**config.mk**
```make
export PLATFORM = sky130hd
export DESIGN_NAME = jet_front
export DESIGN_NICKNAME = d
export VERILOG_FILES = /design/src/rtl/jet_pkg.sv /design/src/rtl/jet_front.sv
export SDC_FILE = /design/constraint.sdc
export NUM_CORES = 2
export LEC_CHECK = 0
export ABC_AREA = 1
export BUFFER_PORTS_ARGS = -buffer_cell sky130_fd_sc_hd__buf_2
export CAP_MARGIN = 30
export CORE_ASPECT_RATIO = 1.5
export CORE_MARGIN = 10
export CORE_UTILIZATION = 53
export DETAILED_ROUTE_END_ITERATION = 8
export MAX_ROUTING_LAYER = met4
export PLACE_DENSITY = 0.73
export SLEW_MARGIN = 30
export SYNTH_ARGS = -nofsm -noshare
export SYNTH_HDL_FRONTEND = slang
export SYNTH_SLANG_ARGS = --single-unit
```
**constraint.sdc**
```tcl
create_clock -name clock -period 7.9 [get_ports clock]
set_clock_uncertainty 0.1 [all_clocks]
set_input_delay 0.79 -clock clock [delete_from_list [all_inputs] [get_ports clock]]
set_output_delay 0.79 -clock clock [all_outputs]
set_load 0.01 [all_outputs]
```
**src/rtl/jet_pkg.sv**
```systemverilog
// Shared types, constants and helpers for the Julia escape-time block.
package jet_pkg;

   // Fixed field and datapath widths.
   localparam int COORD_W = 32;
   localparam int STEP_W  = 31;
   localparam int IDX_W   = 12;
   localparam int LEVEL_W = 8;
   localparam int PROD_W  = 64;
   localparam int SPAN_W  = IDX_W + STEP_W;

   // Defaults for the top-level parameters.
   localparam int MAX_PASSES_DEF = 256;
   localparam int FRAC_BITS_DEF  = 28;
   localparam int INDEX_BITS_DEF = 12;

   // Register interface.
   localparam int CSR_DATA_W = 32;
   localparam int CSR_ADDR_W = 5;
   localparam int CSR_IDX_W  = 3;

   localparam logic [CSR_IDX_W-1:0] REG_C_REAL    = 3'd0;
   localparam logic [CSR_IDX_W-1:0] REG_C_IMAG    = 3'd1;
   localparam logic [CSR_IDX_W-1:0] REG_ORIGIN_RE = 3'd2;
   localparam logic [CSR_IDX_W-1:0] REG_ORIGIN_IM = 3'd3;
   localparam logic [CSR_IDX_W-1:0] REG_STEP_RE   = 3'd4;
   localparam logic [CSR_IDX_W-1:0] REG_STEP_IM   = 3'd5;

   localparam logic signed [COORD_W-1:0] C_REAL_RST    = -32'sd214748365;
   localparam logic signed [COORD_W-1:0] C_IMAG_RST    = -32'sd41875931;
   localparam logic signed [COORD_W-1:0] ORIGIN_RE_RST = -32'sd536870912;
   localparam logic signed [COORD_W-1:0] ORIGIN_IM_RST = -32'sd536870912;
   localparam logic [STEP_W-1:0]         STEP_RE_RST   = 31'd2097152;
   localparam logic [STEP_W-1:0]         STEP_IM_RST   = 31'd2097152;

   // Queue between the front end and the iteration engine.
   localparam int QUEUE_DEPTH = 2;
   localparam int Q_PTR_W     = $clog2(QUEUE_DEPTH);
   localparam int Q_CNT_W     = $clog2(QUEUE_DEPTH + 1);

   typedef struct packed {
      logic signed [COORD_W-1:0] zr;
      logic signed [COORD_W-1:0] zi;
   } point_type;

   typedef enum logic [1:0] {
      ST_IDLE,
      ST_MUL,
      ST_UPD,
      ST_DONE
   } state_type;

   // Clamp a wide two's complement value to the signed coordinate range.
   function automatic logic signed [COORD_W-1:0] sat_coord(input logic signed [PROD_W-1:0] v);
      logic [PROD_W-COORD_W:0] top;
      top = v[PROD_W-1:COORD_W-1];
      if (top == '0 || top == '1) begin
         return v[COORD_W-1:0];
      end else if (v[PROD_W-1]) begin
         return {1'b1, {(COORD_W-1){1'b0}}};
      end else begin
         return {1'b0, {(COORD_W-1){1'b1}}};
      end
   endfunction

endpackage

```
**src/rtl/jet_front.sv**
```systemverilog
// Front end: accepts pixel beats and forms the saturated start point.
module jet_front #(
   parameter int INDEX_BITS = jet_pkg::INDEX_BITS_DEF
) (
   input  logic                                 clock,
   input  logic                                 reset,
   input  logic                                 req_tvalid,
   output logic                                 req_tready,
   input  logic [2*jet_pkg::IDX_W-1:0]          req_tdata,
   input  logic signed [jet_pkg::COORD_W-1:0]   origin_re,
   input  logic signed [jet_pkg::COORD_W-1:0]   origin_im,
   input  logic [jet_pkg::STEP_W-1:0]           step_re,
   input  logic [jet_pkg::STEP_W-1:0]           step_im,
   output logic                                 pt_valid,
   input  logic                                 pt_ready,
   output jet_pkg::point_type                   pt_data
);

   localparam int IW = jet_pkg::IDX_W;
   localparam logic [IW-1:0] IDX_MASK =
      (INDEX_BITS >= IW) ? {IW{1'b1}} : IW'((1 << INDEX_BITS) - 1);

   logic                        valid_ff, valid_in;
   jet_pkg::point_type          pt_ff, pt_in;
   logic [IW-1:0]               col, row;
   logic [jet_pkg::SPAN_W-1:0]  col_span, row_span;
   logic signed [jet_pkg::PROD_W-1:0] zr_wide, zi_wide;
   logic                        take;

   assign req_tready = !valid_ff || pt_ready;
   assign take       = req_tvalid && req_tready;

   always_comb begin
      col      = req_tdata[IW-1:0] & IDX_MASK;
      row      = req_tdata[2*IW-1:IW] & IDX_MASK;
      col_span = jet_pkg::SPAN_W'(col) * jet_pkg::SPAN_W'(step_re);
      row_span = jet_pkg::SPAN_W'(row) * jet_pkg::SPAN_W'(step_im);
      zr_wide  = jet_pkg::PROD_W'(origin_re) + jet_pkg::PROD_W'(col_span);
      zi_wide  = jet_pkg::PROD_W'(origin_im) + jet_pkg::PROD_W'(row_span);
      pt_in.zr = jet_pkg::sat_coord(zr_wide);
      pt_in.zi = jet_pkg::sat_coord(zi_wide);
      if (take) begin
         valid_in = 1'b1;
      end else if (pt_ready) begin
         valid_in = 1'b0;
      end else begin
         valid_in = valid_ff;
      end
   end

   always_ff @(posedge clock) begin
      if (reset) begin
         valid_ff <= 1'b0;
      end else begin
         valid_ff <= valid_in;
      end
   end

   always_ff @(posedge clock) begin
      if (take) begin
         pt_ff <= pt_in;
      end
   end

   assign pt_valid = valid_ff;
   assign pt_data  = pt_ff;

endmodule

```
==> implementation parameters <==
Parameter                              Value

STA
  Actual slew at the worst max-slew pin ... between 0.8 and 0.9 ns
  Number of max-slew violations in the final report ... 0
  Setup tns final ... 0 ns
  PnR worst setup slack ... 0.08045 ns
  Fraction of the cycle the final worst path needs ... 0.9898
  Maximum clock frequency ... about 0.13 GHz
  Post-layout min period ... ~7.8 ns
  Endpoints failing hold ... 0
  Total of endpoints with negative setup slack in the final report ... 0
  Max transition margin ... 0.4635

Critical path
  First element of the critical path ... req_tdata[3]
  Worst r2r dst ... pt_data[54]$_DFFE_PP_
  Arrival time reported for the critical path endpoint ... just under 8 ns
  Flop-to-flop setup slack ... approximately 6.3 ns
  Critical Path Slowest Stage Cell ... sky130_fd_sc_hd__fa_1
  Crit Path Category ... input port to flip-flop
  Critical Path Sink Type ... flip-flop
  Critical path's largest stage delay ... 0.56 ns
  Critical-path maximum fanout ... 8
  Crit start category ... input port
  Startpoint of the worst register-to-register path ... pt_valid$_SDFFE_PP0P_
  Reg2reg path depth ... 2
  Cell type with the highest occurrence count on the critical path ... sky130_fd_sc_hd__nand2_2
  CP Data Required Time ... 7.89 ns

Placement
  Placed inst area ... between 40000 and 50000 um^2
  Final weighted congestion in routability-driven placement ... just over 1
  # port buffers ... ~220
  Total half-perimeter wirelength after legalization and detailed placement ... 99470 um
  Post-placement worst setup slack ... -0.7083 ns

Cells and area
  Footprint of the multi-input gates ... 29190 um^2
  Number of nets at the end of the flow ... between 6000 and 7000
  Fraction of final layout cells sized beyond drive strength 1 ... 0.2711
  Register area ... around 1900 um^2
  Synthesis-to-finish area growth ... 32.84%
  Final Instance Area ... 45070 um^2
  Fill cell count ... around 5000
  Fin util ... 0.7115

Routing
  Total via count after detailed routing ... approximately 35000
  Avg Vias per Cell ... approximately 5.2
  DRC errors left ... 0
  Metal1 wirelength ... roughly 39000 um
  Drt wl/cell ... 18.02 um
  Met3 wire length ... around 5600 um
  Met2 wirelength from detailed routing ... around 65000 um
  DRC marker count from the first detailed-route iteration ... between 1500 and 2000
  Uppermost metal layer occupied by signal nets ... met4
  Total detailed-routing wirelength ... 119700 um
  First-pass iteration count of the detailed router ... 7
  Residual antenna-violating net count after detailed routing ... 0

Yosys
  Yosys warns ... 0
  Leading register cell type out of synthesis ... sky130_fd_sc_hd__edfxtp_1
  Sequential cell area fraction in the yosys report ... 0.05724
  Area of the mapped netlist ... around 34000 um^2
  Syn Inst Count ... just under 5000
  Proportion of register bits with asynchronous set or reset after synthesis ... 0
  Most area-consuming cells after synthesis ... sky130_fd_sc_hd__fa_1 (34%), sky130_fd_sc_hd__nand2_1 (19%), sky130_fd_sc_hd__inv_1 (14%)
  Post-Synthesis Net Count ... a little under 6000
  Register bit count reported by yosys ... 65
  Yosys top cell by area ... sky130_fd_sc_hd__fa_1
  Cell variety after synth ... 44
  Number of enable flip-flop cells after synthesis ... 64
  Mean instance size in the synthesized netlist ... between 6 and 7 um^2
  Top-area cell type share of the netlist area ... 0.3435

CTS
  Number of buffers created by CTS ... 9
  CTS HTree Levels ... 3
  Hold buffer count at CTS ... 0
  Bufs on Longest Clock Path ... 2
  Clock latency reported for the late side of the worst-skew pair ... 0.34 ns
  CTS tree ... yes
  Root buffer cell ... sky130_fd_sc_hd__clkbuf_16
  # clock sinks ... 65
  Clock input transition at the sequential cells of the worst setup and hold paths ... 0.07 ns

Floorplan
  Starting density of the core ... 0.5356
  Floorplan die height ... about 330 um
  Floorplan die area ... between 70000 and 80000 um^2
  Num ports ... 220
  Die X-Extent ... around 230 um
  Row count ... 113
  Core outline area ... 63340 um^2

Global route
  Number of global-route vias before repair ... about 36000
  Pin count of the biggest net entering global routing ... 65
  Total track usage ... 0.3089
  Global-route wire length before repair ... approximately 180000 um
  Grt ovf ... 0
  Number of antenna violations at the first check in global routing ... 8

Run status
  Status ... finished, final reports clean

Worst hold path
  Hold path cells ... 2
  HP Class ... flip-flop to flip-flop
  Hold_sp ... pt_valid$_SDFFE_PP0P_
  Hold worst-path end ... pt_valid$_SDFFE_PP0P_

Run
  Count of maximum capacitance violations ... 0
## metrics by stage
| stage | cells | hold slack (ns) |
|---|---|---|
| CTS | 6567 | 0.4454 |
| global route | 6640 | 0.4803 |
| global placement | 6542 | 0.4083 |
| finish | 6641 | 0.4506 |
| detailed placement | 6542 | 0.4373 |
| floorplan | 4955 | 0.4770 |
## cell usage in the layout (no fill, tap or decap), types with 30 or more instances in the layout
cell / count
sky130_fd_sc_hd__buf_12: 31
sky130_fd_sc_hd__ha_4: 54
sky130_fd_sc_hd__a21oi_1: 78
sky130_fd_sc_hd__inv_1: 1217
sky130_fd_sc_hd__ha_1: 204
sky130_fd_sc_hd__buf_6: 49
sky130_fd_sc_hd__nand3_1: 103
sky130_fd_sc_hd__xor2_1: 79
sky130_fd_sc_hd__buf_4: 714
sky130_fd_sc_hd__inv_2: 37
sky130_fd_sc_hd__nand2_1: 1616
sky130_fd_sc_hd__edfxtp_1: 64
sky130_fd_sc_hd__nor2_4: 33
sky130_fd_sc_hd__nor2_1: 155
sky130_fd_sc_hd__fa_1: 558
sky130_fd_sc_hd__nor2_2: 79
sky130_fd_sc_hd__nand2_2: 117
sky130_fd_sc_hd__xnor2_1: 36
sky130_fd_sc_hd__a21oi_2: 72
sky130_fd_sc_hd__nand3_2: 30
sky130_fd_sc_hd__buf_2: 180
## registers in the layout, indices dropped and copies added, names as in the netlist
| signal | count |
|---|---|
| pt_data | 64 |
| pt_valid | 1 |
## repair_timing
item / in CTS / in global routing
pin swaps: 24 / 257
setup endpoints to repair: 62 / 62
gates resized for setup: 102 / 652
gates cloned: 2 / 12
setup buffers: 7 / 60
## per-layer routing
| metal | GRT usage | vias up |
|---|---|---|
| li1 | - | 16220 |
| met1 | 0.2953 | 16760 |
| met3 | 0.02947 | 563 |
| met4 | 0.1889 | 0 |
| met2 | 0.5843 | 1323 |
| met5 | - | - |
## critical path, delay by kind of cell
kind	cells	cell delay, ns
compound gates	4	0.74
fa+ha+maj	7	3.13
simple gates	18	1.80
buf+inv	11	1.15
xor+xnor	1	0.17
## cells in the mapped netlist (46+ instances only)
| master | instances |
|---|---|
| sky130_fd_sc_hd__edfxtp_1 | 64 |
| sky130_fd_sc_hd__o21ai_0 | 53 |
| sky130_fd_sc_hd__nand3_1 | 124 |
| sky130_fd_sc_hd__xnor2_1 | 46 |
| sky130_fd_sc_hd__inv_1 | 1252 |
| sky130_fd_sc_hd__xor2_1 | 88 |
| sky130_fd_sc_hd__ha_1 | 262 |
| sky130_fd_sc_hd__nand2_1 | 1722 |
| sky130_fd_sc_hd__fa_1 | 582 |
| sky130_fd_sc_hd__nor2_1 | 247 |
| sky130_fd_sc_hd__a21oi_1 | 160 |
| sky130_fd_sc_hd__clkbuf_1 | 134 |
## final cells by class
class,instances,share of cell area
multi-input combinational,3490,0.6478
clock buffer,9,0.004998
timing repair buffer,1003,0.1749
clock inverter,7,0.001832
tap,805,0.02235
sequential,65,0.04309
inverter,1255,0.1046
antenna,7,0.0003887
## worst max path at each step
stage	to
after floorplan	pt_data[10]$_DFFE_PP_
after global placement	pt_data[0]$_DFFE_PP_
after detailed placement	pt_data[2]$_DFFE_PP_
after CTS	pt_data[24]$_DFFE_PP_
after global routing	pt_data[12]$_DFFE_PP_
final	pt_data[50]$_DFFE_PP_
## cells by family after synthesis
logic type / after synthesis / share of synthesized area
simple gates: 2210 / 0.2603
compound gates: 301 / 0.05012
xor+xnor: 134 / 0.03460
flops: 65 / 0.05724
buf+inv: 1401 / 0.1577
fa+ha+maj: 844 / 0.4401
Power is left out: the tool's default activity adds up to more than one toggle a clock period on the data nets, which glitch-free logic cannot reach.
