File: config.mk
export PLATFORM = sky130hd
export DESIGN_NAME = jet_queue
export DESIGN_NICKNAME = d
export VERILOG_FILES = /design/src/rtl/jet_pkg.sv /design/src/rtl/jet_queue.sv
export SDC_FILE = /design/constraint.sdc
export NUM_CORES = 1
export LEC_CHECK = 0
export ABC_AREA = 1
export BUFFER_PORTS_ARGS = -buffer_cell sky130_fd_sc_hd__buf_2
export CAP_MARGIN = 20
export CORE_ASPECT_RATIO = 1.4
export CORE_MARGIN = 4
export CORE_UTILIZATION = 35
export DETAILED_ROUTE_END_ITERATION = 10
export SLEW_MARGIN = 40
export SYNTH_ARGS = -nofsm -noshare
export SYNTH_HDL_FRONTEND = slang
export SYNTH_SLANG_ARGS = --single-unit
File: constraint.sdc
create_clock -name clock -period 9.73 [get_ports clock]
set_input_delay 1.946 -clock clock [delete_from_list [all_inputs] [get_ports clock]]
set_output_delay 1.946 -clock clock [all_outputs]
set_load 0.03 [all_outputs]
File: src/rtl/jet_pkg.sv
// Shared types, constants and helpers for the Julia escape-time block.
package jet_pkg;

   // Fixed field and datapath widths.
   localparam int COORD_W = 32;
   localparam int STEP_W  = 31;
   localparam int IDX_W   = 12;
   localparam int LEVEL_W = 8;
   localparam int PROD_W  = 64;
   localparam int SPAN_W  = IDX_W + STEP_W;

   // Defaults for the top-level parameters.
   localparam int MAX_PASSES_DEF = 256;
   localparam int FRAC_BITS_DEF  = 28;
   localparam int INDEX_BITS_DEF = 12;

   // Register interface.
   localparam int CSR_DATA_W = 32;
   localparam int CSR_ADDR_W = 5;
   localparam int CSR_IDX_W  = 3;

   localparam logic [CSR_IDX_W-1:0] REG_C_REAL    = 3'd0;
   localparam logic [CSR_IDX_W-1:0] REG_C_IMAG    = 3'd1;
   localparam logic [CSR_IDX_W-1:0] REG_ORIGIN_RE = 3'd2;
   localparam logic [CSR_IDX_W-1:0] REG_ORIGIN_IM = 3'd3;
   localparam logic [CSR_IDX_W-1:0] REG_STEP_RE   = 3'd4;
   localparam logic [CSR_IDX_W-1:0] REG_STEP_IM   = 3'd5;

   localparam logic signed [COORD_W-1:0] C_REAL_RST    = -32'sd214748365;
   localparam logic signed [COORD_W-1:0] C_IMAG_RST    = -32'sd41875931;
   localparam logic signed [COORD_W-1:0] ORIGIN_RE_RST = -32'sd536870912;
   localparam logic signed [COORD_W-1:0] ORIGIN_IM_RST = -32'sd536870912;
   localparam logic [STEP_W-1:0]         STEP_RE_RST   = 31'd2097152;
   localparam logic [STEP_W-1:0]         STEP_IM_RST   = 31'd2097152;

   // Queue between the front end and the iteration engine.
   localparam int QUEUE_DEPTH = 2;
   localparam int Q_PTR_W     = $clog2(QUEUE_DEPTH);
   localparam int Q_CNT_W     = $clog2(QUEUE_DEPTH + 1);

   typedef struct packed {
      logic signed [COORD_W-1:0] zr;
      logic signed [COORD_W-1:0] zi;
   } point_type;

   typedef enum logic [1:0] {
      ST_IDLE,
      ST_MUL,
      ST_UPD,
      ST_DONE
   } state_type;

   // Clamp a wide two's complement value to the signed coordinate range.
   function automatic logic signed [COORD_W-1:0] sat_coord(input logic signed [PROD_W-1:0] v);
      logic [PROD_W-COORD_W:0] top;
      top = v[PROD_W-1:COORD_W-1];
      if (top == '0 || top == '1) begin
         return v[COORD_W-1:0];
      end else if (v[PROD_W-1]) begin
         return {1'b1, {(COORD_W-1){1'b0}}};
      end else begin
         return {1'b0, {(COORD_W-1){1'b1}}};
      end
   endfunction

endpackage

File: src/rtl/jet_queue.sv
// Short queue of start points between the front end and the iteration engine.
module jet_queue (
   input  logic                clock,
   input  logic                reset,
   input  logic                in_valid,
   output logic                in_ready,
   input  jet_pkg::point_type  in_data,
   output logic                out_valid,
   input  logic                out_ready,
   output jet_pkg::point_type  out_data
);

   jet_pkg::point_type               mem_ff [jet_pkg::QUEUE_DEPTH];
   logic [jet_pkg::Q_PTR_W-1:0]      wr_ptr_ff, wr_ptr_in;
   logic [jet_pkg::Q_PTR_W-1:0]      rd_ptr_ff, rd_ptr_in;
   logic [jet_pkg::Q_CNT_W-1:0]      count_ff, count_in;
   logic                             push, pop;

   assign in_ready  = count_ff != jet_pkg::Q_CNT_W'(jet_pkg::QUEUE_DEPTH);
   assign out_valid = count_ff != '0;
   assign push      = in_valid && in_ready;
   assign pop       = out_valid && out_ready;
   assign out_data  = mem_ff[rd_ptr_ff];

   always_comb begin
      wr_ptr_in = push ? wr_ptr_ff + jet_pkg::Q_PTR_W'(1) : wr_ptr_ff;
      rd_ptr_in = pop ? rd_ptr_ff + jet_pkg::Q_PTR_W'(1) : rd_ptr_ff;
      count_in  = count_ff;
      if (push && !pop) begin
         count_in = count_ff + jet_pkg::Q_CNT_W'(1);
      end else if (pop && !push) begin
         count_in = count_ff - jet_pkg::Q_CNT_W'(1);
      end
   end

   always_ff @(posedge clock) begin
      if (reset) begin
         wr_ptr_ff <= '0;
         rd_ptr_ff <= '0;
         count_ff  <= '0;
      end else begin
         wr_ptr_ff <= wr_ptr_in;
         rd_ptr_ff <= rd_ptr_in;
         count_ff  <= count_in;
      end
   end

   always_ff @(posedge clock) begin
      if (push) begin
         mem_ff[wr_ptr_ff] <= in_data;
      end
   end

endmodule

==> flow_summary.yaml, run 1 <==
power:
  leakage_nw: 2.63
  power_report.internal_total_mw: 1.33
  clock_power_share: 0.328
  report.power.total_mw: 1.91
  ir_drop_mv: 0.117
  power.combinational.fraction: 0.273
  net-switching-power_mw: 0.576
  seq_power_share: 0.399
  p_per_area_nw_per_um2: 288
  swShare: 0.302
timing:
  maxClockFrequency_mhz: 232
  rsz0062_at_grt: "no"
  period_needed_ns: 4.30
  final-max-slew-violation-count: 0
  fin_tns_setup_ns: 0
  relative_slew_margins: 0.514
  whs_ns: 0.516
  period_share: 0.442
  timing_worst_slew_pin_value_ns: 0.729
  finalHoldViolCount: 0
  final.setup_skew_ns: 0.00795
  finalSetupViolCount: 0
global_route:
  first_global_vias: 2897
  grt_pass1_wl_um: 14500
  antenna_found_initial: 2
  gr-usage-all-layers: 0.114
  grt_max_degree: 40
  global_route.overflow_total: 0
clock_tree:
  clockRootBuffer: "sky130_fd_sc_hd__clkbuf_16"
  cts_tree: "built"
  h-tree-depth: 4
  post_cts.repair.setup_buffers: 0
  clk_slew_on_worst_s_h_paths_ns: 0.06
  numCtsBuffers: 17
  ctsResizeCount: 0
  ctsLongestPathBuffers: 2
  cts.hold.buffers_added: 0
  tritoncts_num_sinks: 133
  insertion_delay_ns: 0.40
routing:
  detail_route.drc_violations: 0
  post_drt_via_cell_ratio: 4.39
  wl_per_cell_um: 15.8
  postRouteAntennaNets: 0
  drt_pass1_iterations: 5
  route.final.wire_length_um: 9320
  drt_first_iter_violations: 78
  dr_total_vias: 2591
die:
  die-height_um: 152
  floorplan_row_count: 52
  die_w_um: 111
  initial_utilization: 0.357
  floorplan.core_area_um2: 14400
  die_area_um2: 16800
  top_level_ports: 134
synthesis:
  synth.yosys.warnings: 0
  synth_fa_ha_area_frac: 0.00242
  post_synth_and_or_nand_nor_area_fraction: 0.0148
  share_of_the_synthesized_area_in_compound_gates_ao_oa_aoi_oai: 0.00388
  distinct_cell_type_count_of_the_synthesized_netlist: 14
  ys_seq_elements: 133
  yosys.area_share.xor_xnor: 0
  largest_family_of_logic_cells_by_synthesized_area: "multiplexers"
  synth.mux.area_fraction: 0.183
  syn-mean-instance-area_um2: 21.9
  synthesis.instances: 236
  ys_seq_area_frac: 0.764
  syn-cell-area_um2: 5160
  synth.net_count: 305
placed_design:
  hpwl_dp_um: 6480
  gpl.final_weighted_congestion: 0.671
  port_buffers: 133
finish:
  flow.area_growth_from_synthesis_pct: 28.3
  final_layout_size_suffix_gt1_frac: 0.590
  nNetsFinal: 457
critical_path:
  critical-path-top-delay-family: "buffers and inverters"
  wp_data_arrival_ns: 2.36
  startpoint_type: "register"
  worst-setup-path-type: "register to output pin"
  crit_end_element: "output pin"
  worstPathCellList: "buf_4 -> mux2_2 -> buf_2"
  crit_path_max_fanout: 39
  timing.critical_path.slowest_stage_cell: "sky130_fd_sc_hd__buf_4"
  critPathBufInv: 2
  cpPeakStageDelay_ns: 0.68
  critical_path_required_ns: 7.78
job:
  drv.max_cap_violation_count: 0
run_status:
  result_of_the_run: "finished, final reports clean"
hold_path:
  min_path_type: "register to register"
placed cells by master (no fill, tap or decap), drive strengths merged, types with 2 or more instances in the layout:
cell type  count
a21oi          2
buf          140
bufinv         3
clkbuf        17
clkinv         9
clkinvlp       2
dfxtp          5
edfxtp       128
inv            8
mux2          64
nand2          9
nand3          2
nor2           7
o21ai          2
cells by family after synthesis:
family,Yosys count
adders and majority gates,1
muxes,64
DFF,133
and+or+nand+nor,19
buffers and inverters,15
AOI/OAI and AO/OA,4
Yosys cell counts:
| library cell | count | area share |
|---|---|---|
| sky130_fd_sc_hd__a21oi_1 | 2 | 0.0019 |
| sky130_fd_sc_hd__dfxtp_1 | 5 | 0.019 |
| sky130_fd_sc_hd__mux2_2 | 4 | 0.0087 |
| sky130_fd_sc_hd__nand3_1 | 2 | 0.0019 |
| sky130_fd_sc_hd__nand4_1 | 1 | 0.0012 |
| sky130_fd_sc_hd__edfxtp_1 | 128 | 0.74 |
| sky130_fd_sc_hd__ha_1 | 1 | 0.0024 |
| sky130_fd_sc_hd__mux2_4 | 60 | 0.17 |
| sky130_fd_sc_hd__o21ai_0 | 2 | 0.0019 |
| sky130_fd_sc_hd__buf_6 | 1 | 0.0022 |
| sky130_fd_sc_hd__nand2_1 | 9 | 0.0065 |
| sky130_fd_sc_hd__inv_1 | 8 | 0.0058 |
| sky130_fd_sc_hd__buf_12 | 6 | 0.023 |
| sky130_fd_sc_hd__nor2_1 | 7 | 0.0051 |
final cells by class:
cell class | instances | area (um2)
fillers | 1300 | 7820
flip-flops and latches | 133 | 3950
multi-input cells | 88 | 1070
repair buffers | 140 | 748
clock buffers | 17 | 425
well taps | 189 | 236
clock inverters | 14 | 163
inverters | 8 | 30.0
diodes | 1 | 2.50
sequential cells by signal (all words and copies together) (netlist names), named ones only:
name	flops
mem_ff	128
count_ff	2
rd_ptr_ff	1
wr_ptr_ff	1
tightest hold or removal path, delay by kind of cell, from the launching register on:
kind | cells | cell delay, ns
compound gates | 1 | 0.06
simple gates | 1 | 0.09
flops | 1 | 0.34
power groups by stage:
stage	combinational, mW	clock, mW	sequential [mW]
after floorplan	0.429	0	0.759
after global placement	0.513	0	0.771
after detailed placement	0.530	0	0.774
after CTS	0.532	0.644	0.763
after global routing	0.555	0.673	0.770
final	0.520	0.625	0.760
per-stage QoR:
stage	utilization	setup slack (ns)	cells	instance area (um2)
after floorplan	-	4.52	236	5160
after detailed placement	0.418	5.78	558	6030
after global routing	0.458	5.28	589	6620
final	0.459	5.43	590	6620
after global placement	0.413	5.69	554	5970
after CTS	0.458	5.34	589	6620
metal layers:
metal	share of wire	wire, um	track usage
met5	0.0036	34	0
met4	0.018	171	0.0573
met3	0.062	582	0.0437
met2	0.54	5070	0.201
met1	0.37	3460	0.119
worst paths after layout:
| check | start | to | slack [ns] | depth (start not counted) |
|---|---|---|---|---|
| setup / recovery | register | out_data[43] | 5.43 | 3 |
| hold / removal | rd_ptr_ff | rd_ptr_ff | 0.52 | 2 |
| setup reg to reg | count_ff[0] | mem_ff[1][26] | 7.92 | 5 |
| hold reg to reg | rd_ptr_ff | rd_ptr_ff | 0.52 | 2 |
No activity file was read; power rests on OpenSTA's default activity.
==> run 2, diff against run 1 <==
--- a/config.mk
+++ b/config.mk
@@ -5,7 +5,7 @@
 export SDC_FILE = /design/constraint.sdc
 export NUM_CORES = 1
 export LEC_CHECK = 0
-export ABC_AREA = 1
+export ABC_AREA = 0
 export BUFFER_PORTS_ARGS = -buffer_cell sky130_fd_sc_hd__buf_2
 export CAP_MARGIN = 20
 export CORE_ASPECT_RATIO = 1.4
==> constraint.sdc (replaced) <==
create_clock -name clock -period 4.4 [get_ports clock]
set_input_delay 0.88 -clock clock [delete_from_list [all_inputs] [get_ports clock]]
set_output_delay 0.88 -clock clock [all_outputs]
set_load 0.03 [all_outputs]
==> flow_summary.yaml, run 2 <==
run_status:
  result_of_the_run: "finished, final reports clean"
routing:
  dr_total_vias: 2529
  route.final.wire_length_um: 9330
  drt_first_iter_violations: 94
  wl_per_cell_um: 16.5
  postRouteAntennaNets: 0
  drt_pass1_iterations: 4
  post_drt_via_cell_ratio: 4.48
  detail_route.drc_violations: 0
critical_path:
  worstPathCellList: "buf_4 -> mux2_2 -> buf_2"
  worst-setup-path-type: "register to output pin"
  critical-path-top-delay-family: "flip-flops"
  wp_data_arrival_ns: 2.28
  critPathBufInv: 2
  startpoint_type: "register"
  critical_path_required_ns: 3.52
  crit_path_max_fanout: 30
  timing.critical_path.slowest_stage_cell: "sky130_fd_sc_hd__dfxtp_2"
  crit_end_element: "output pin"
  cpPeakStageDelay_ns: 0.80
clock_tree:
  cts.hold.buffers_added: 0
  clk_slew_on_worst_s_h_paths_ns: 0.05
  ctsResizeCount: 0
  h-tree-depth: 4
  tritoncts_num_sinks: 133
  post_cts.repair.setup_buffers: 0
  numCtsBuffers: 17
  cts_tree: "built"
  clockRootBuffer: "sky130_fd_sc_hd__clkbuf_16"
  insertion_delay_ns: 0.40
  ctsLongestPathBuffers: 2
die:
  die_area_um2: 15800
  die-height_um: 147
  die_w_um: 107
  top_level_ports: 134
  floorplan_row_count: 50
  initial_utilization: 0.360
  floorplan.core_area_um2: 13500
timing:
  relative_slew_margins: 0.506
  final-max-slew-violation-count: 0
  final.setup_skew_ns: 0.00460
  rsz0062_at_grt: "no"
  period_needed_ns: 3.16
  maxClockFrequency_mhz: 316
  period_share: 0.719
  finalHoldViolCount: 0
  timing_worst_slew_pin_value_ns: 0.741
  fin_tns_setup_ns: 0
  finalSetupViolCount: 0
synthesis:
  most_common_cell_in_the_synthesized_netlist: "sky130_fd_sc_hd__edfxtp_1"
  synth.net_count: 292
  synth.yosys.warnings: 0
  synthFlopType: "sky130_fd_sc_hd__edfxtp_1"
  synthesis.instances: 223
  ys_seq_area_frac: 0.815
  ys_seq_elements: 133
  yosys-top-cells-count: "sky130_fd_sc_hd__edfxtp_1 (128), sky130_fd_sc_hd__mux2_2 (64), sky130_fd_sc_hd__buf_4 (6), sky130_fd_sc_hd__dfxtp_1 (5)"
  postSynth.asyncResetShare: 0
  syn-mean-instance-area_um2: 21.7
  netlist.top_cell.by_area: "sky130_fd_sc_hd__edfxtp_1"
  syn-cell-area_um2: 4840
  distinct_cell_type_count_of_the_synthesized_netlist: 18
  number_of_enable_type_register_cells_in_the_synthesized_netlist: 128
  netlist_top_cells_area: "sky130_fd_sc_hd__edfxtp_1 (79%), sky130_fd_sc_hd__mux2_2 (15%), sky130_fd_sc_hd__dfxtp_1 (2.1%), sky130_fd_sc_hd__buf_4 (0.93%), sky130_fd_sc_hd__xor2_1 (0.54%)"
  yosys.area.top_type_share: 0.795
job:
  drv.max_cap_violation_count: 0
placed_design:
  gpl.final_weighted_congestion: 0.727
  port_buffers: 133
  hpwl_dp_um: 6280
global_route:
  gr-usage-all-layers: 0.122
  antenna_found_initial: 1
  grt_pass1_wl_um: 14400
  grt_max_degree: 40
  first_global_vias: 2770
  global_route.overflow_total: 0
finish:
  final_layout_size_suffix_gt1_frac: 0.603
  antennaDiodeCount: 0
  flow.area_growth_from_synthesis_pct: 29.0
  max_flop_register: "mem_ff"
  multi_input_comb_area_um2: 845
  filler_cells_inserted: 1189
  max_ffs_per_register: 128
  final-seq-area_um2: 3950
  reg_top3: "mem_ff (128), count_ff (2)"
  final_common_cell: "sky130_fd_sc_hd__buf_2"
  nNetsFinal: 441
  layout_common_cells: "sky130_fd_sc_hd__buf_2 (133), sky130_fd_sc_hd__edfxtp_1 (128), sky130_fd_sc_hd__mux2_2 (64), sky130_fd_sc_hd__clkbuf_16 (17), sky130_fd_sc_hd__clkinvlp_4 (5)"
power:
  p_per_area_nw_per_um2: 638
  report.power.total_mw: 3.98
  ir_drop_mv: 0.338
  leakage_nw: 2.31
hold_path:
  min_path_type: "register to register"
==> run 2: changes by cell type after synthesis, sizes merged, moves of 2 or more <==
cell   before  now
nand2       9    0
xor2        0    3
nand3       2    0
inv         8    1
nor2        7    3
==> run 2: final timing paths <==
check              start           end  slack [ns]  depth (start not counted)
max             register  out_data[22]        1.24                          3
min            rd_ptr_ff     rd_ptr_ff        0.52                          2
max reg2reg  count_ff[0]  mem_ff[0][6]        2.31                          4
min reg2reg    rd_ptr_ff     rd_ptr_ff        0.52                          2
==> run 2: area by class of cell <==
| type | count | share of cell area |
|---|---|---|
| Sequential cell | 133 | 0.632 |
| Multi-Input combinational cell | 82 | 0.135 |
| Timing Repair Buffer | 137 | 0.111 |
| Clock buffer | 19 | 0.0694 |
| Tap cell | 182 | 0.0365 |
| Clock inverter | 11 | 0.0142 |
| Inverter | 1 | 0.000802 |
==> run 2: report_power, final <==
part	leakage (nW)	switching [mW]	internal, mW
logic	0.834	0.698	0.383
registers	1.24	0.0780	1.59
clock network	0.239	0.476	0.760
total	2.31	1.25	2.73
==> run 2: stage by stage <==
stage	hold WS (ns)	std cells	util	area (um2)	setup WS (ns)
after floorplan	0.471	223	-	4840	1.54
after global placement	0.490	535	0.425	5710	1.62
after detailed placement	0.499	535	0.425	5720	1.59
after CTS	0.522	565	0.464	6240	1.16
after global routing	0.574	565	0.464	6240	1.07
final	0.517	565	0.464	6240	1.24
==> run 2: routing by layer <==
layer / up-vias / GRT usage / share of wire
met5: - / 0 / 0.0021
met4: 2 / 0.0625 / 0.023
met3: 16 / 0.0396 / 0.050
met2: 77 / 0.217 / 0.56
met1: 1251 / 0.127 / 0.36
li1: 1183 / - / -
==> run 2: logic make-up (layout without fill, tap and decap cells) <==
logic type,count (synthesis),count (layout),share of synthesized area
flip-flops,133,133,0.815
adder cells (fa/ha/maj),1,1,0.00259
XOR/XNOR,3,3,0.00543
AO/OA/AOI/OAI,5,5,0.00621
multiplexers,64,64,0.149
AND/OR/NAND/NOR,9,9,0.0104
buffers and inverters,8,168,0.0111
==> run 2: worst min-delay path: cells and delay by family, from the launching register on <==
family / cells / cell delay (ns)
DFF: 1 / 0.32
and+or+nand+nor: 1 / 0.08
xor gates and xnor gates: 1 / 0.08
==> run 3, diff against run 2 <==
==> constraint.sdc (replaced) <==
create_clock -name clock -period 2.9 [get_ports clock]
set_input_delay 0.58 -clock clock [delete_from_list [all_inputs] [get_ports clock]]
set_output_delay 0.58 -clock clock [all_outputs]
set_load 0.03 [all_outputs]
==> flow_summary.yaml, run 3 (synthesis gave the netlist of run 2 again) <==
routing:
  wl_per_cell_um: 16.1
  post_drt_via_cell_ratio: 4.48
  drt_pass1_iterations: 4
  drt_first_iter_violations: 71
  postRouteAntennaNets: 0
  route.final.wire_length_um: 9150
  dr_total_vias: 2542
  detail_route.drc_violations: 0
critical_path:
  worstPathCellList: "buf_12 -> mux2_2 -> buf_2"
  wp_data_arrival_ns: 1.89
  critPathBufInv: 2
  startpoint_type: "register"
  worst-setup-path-type: "register to output pin"
  crit_path_max_fanout: 25
  crit_end_element: "output pin"
  critical-path-top-delay-family: "flip-flops"
  cpPeakStageDelay_ns: 0.67
  critical_path_required_ns: 2.32
  timing.critical_path.slowest_stage_cell: "sky130_fd_sc_hd__dfxtp_2"
clock_tree:
  ctsResizeCount: 0
  cts.hold.buffers_added: 0
  clockRootBuffer: "sky130_fd_sc_hd__clkbuf_16"
  post_cts.repair.setup_buffers: 0
  ctsLongestPathBuffers: 2
  h-tree-depth: 4
  cts_tree: "built"
  insertion_delay_ns: 0.40
  clk_slew_on_worst_s_h_paths_ns: 0.06
  numCtsBuffers: 17
  tritoncts_num_sinks: 133
finish:
  final_layout_size_suffix_gt1_frac: 0.617
  max_ffs_per_register: 128
  reg_top3: "mem_ff (128), count_ff (2)"
  antennaDiodeCount: 0
  max_flop_register: "mem_ff"
  layout_common_cells: "sky130_fd_sc_hd__buf_2 (133), sky130_fd_sc_hd__edfxtp_1 (128), sky130_fd_sc_hd__mux2_2 (64), sky130_fd_sc_hd__clkbuf_16 (17)"
  finalNonFillerCells: 568
  final_area_um2: 6360
  final_common_cell: "sky130_fd_sc_hd__buf_2"
  finish.utilization: 0.473
  flow.area_growth_from_synthesis_pct: 31.5
  nNetsFinal: 442
die:
  floorplan.core_area_um2: 13500
  floorplan_row_count: 50
  die_area_um2: 15800
  die_w_um: 107
  initial_utilization: 0.360
  die-height_um: 147
  top_level_ports: 134
global_route:
  antenna_found_initial: 1
  first_global_vias: 2815
  grt_max_degree: 49
  grt_pass1_wl_um: 14100
  gr-usage-all-layers: 0.120
  global_route.overflow_total: 0
timing:
  period_needed_ns: 2.47
  timing_worst_slew_pin_value_ns: 0.540
  finalSetupViolCount: 0
  fin_tns_setup_ns: 0
  finalHoldViolCount: 0
  maxClockFrequency_mhz: 404
  final-max-slew-violation-count: 0
  final.setup_skew_ns: 0.00833
  relative_slew_margins: 0.640
  period_share: 0.853
  rsz0062_at_grt: "no"
hold_path:
  min_path_type: "input pin to register"
placed_design:
  post_dp_cell_area_um2: 5760
  port_buffers: 133
  hpwl_dp_um: 6240
  post-place-cells: 536
  gpl.final_weighted_congestion: 0.672
run_status:
  result_of_the_run: "finished, final reports clean"
job:
  drv.max_cap_violation_count: 0
power:
  p_per_area_nw_per_um2: 999
  leakage_nw: 2.38
  report.power.total_mw: 6.35
  ir_drop_mv: 0.447
## run 3: worst paths after layout
kind | startpoint | to | slack (ns) | cells past startpoint
min reg2reg | rd_ptr_ff | register | 0.51 | 2
max reg2reg | count_ff[0] | mem_ff[0][33] | 1.02 | 4
min | in_data[10] | mem_ff[0][10] | 0.36 | 1
max | register | out_data[27] | 0.43 | 3
## run 3: metal layers
| metal | up-vias | GRT usage | share of wire |
|---|---|---|---|
| met2 | 80 | 0.217 | 0.56 |
| met4 | 2 | 0.0758 | 0.032 |
| li1 | 1185 | - | - |
| met1 | 1253 | 0.117 | 0.35 |
| met5 | - | 0 | 0.0012 |
| met3 | 22 | 0.0347 | 0.053 |
## run 3: final cells by class
type	instances	area (um2)
clock inverter	15	176
multi-input combinational	82	841
clock buffer	17	425
timing repair buffer	138	741
inverter	1	3.75
sequential	133	3950
tap	182	228
fill	1170	7090
## run 3: power breakdown
part,internal (mW),total [mW],switching [mW]
clock network,1.36,2.15,0.794
logic,0.616,1.70,1.08
registers,2.40,2.50,0.101
## run 3: through the flow
stage / hold slack (ns) / setup WS (ns)
2_1_floorplan: 0.471 / 0.104
3_3_place_gp: 0.485 / 0.818
3_5_place_dp: 0.497 / 0.804
4_1_cts: 0.337 / 0.355
5_1_grt: 0.341 / 0.313
6_report: 0.364 / 0.425
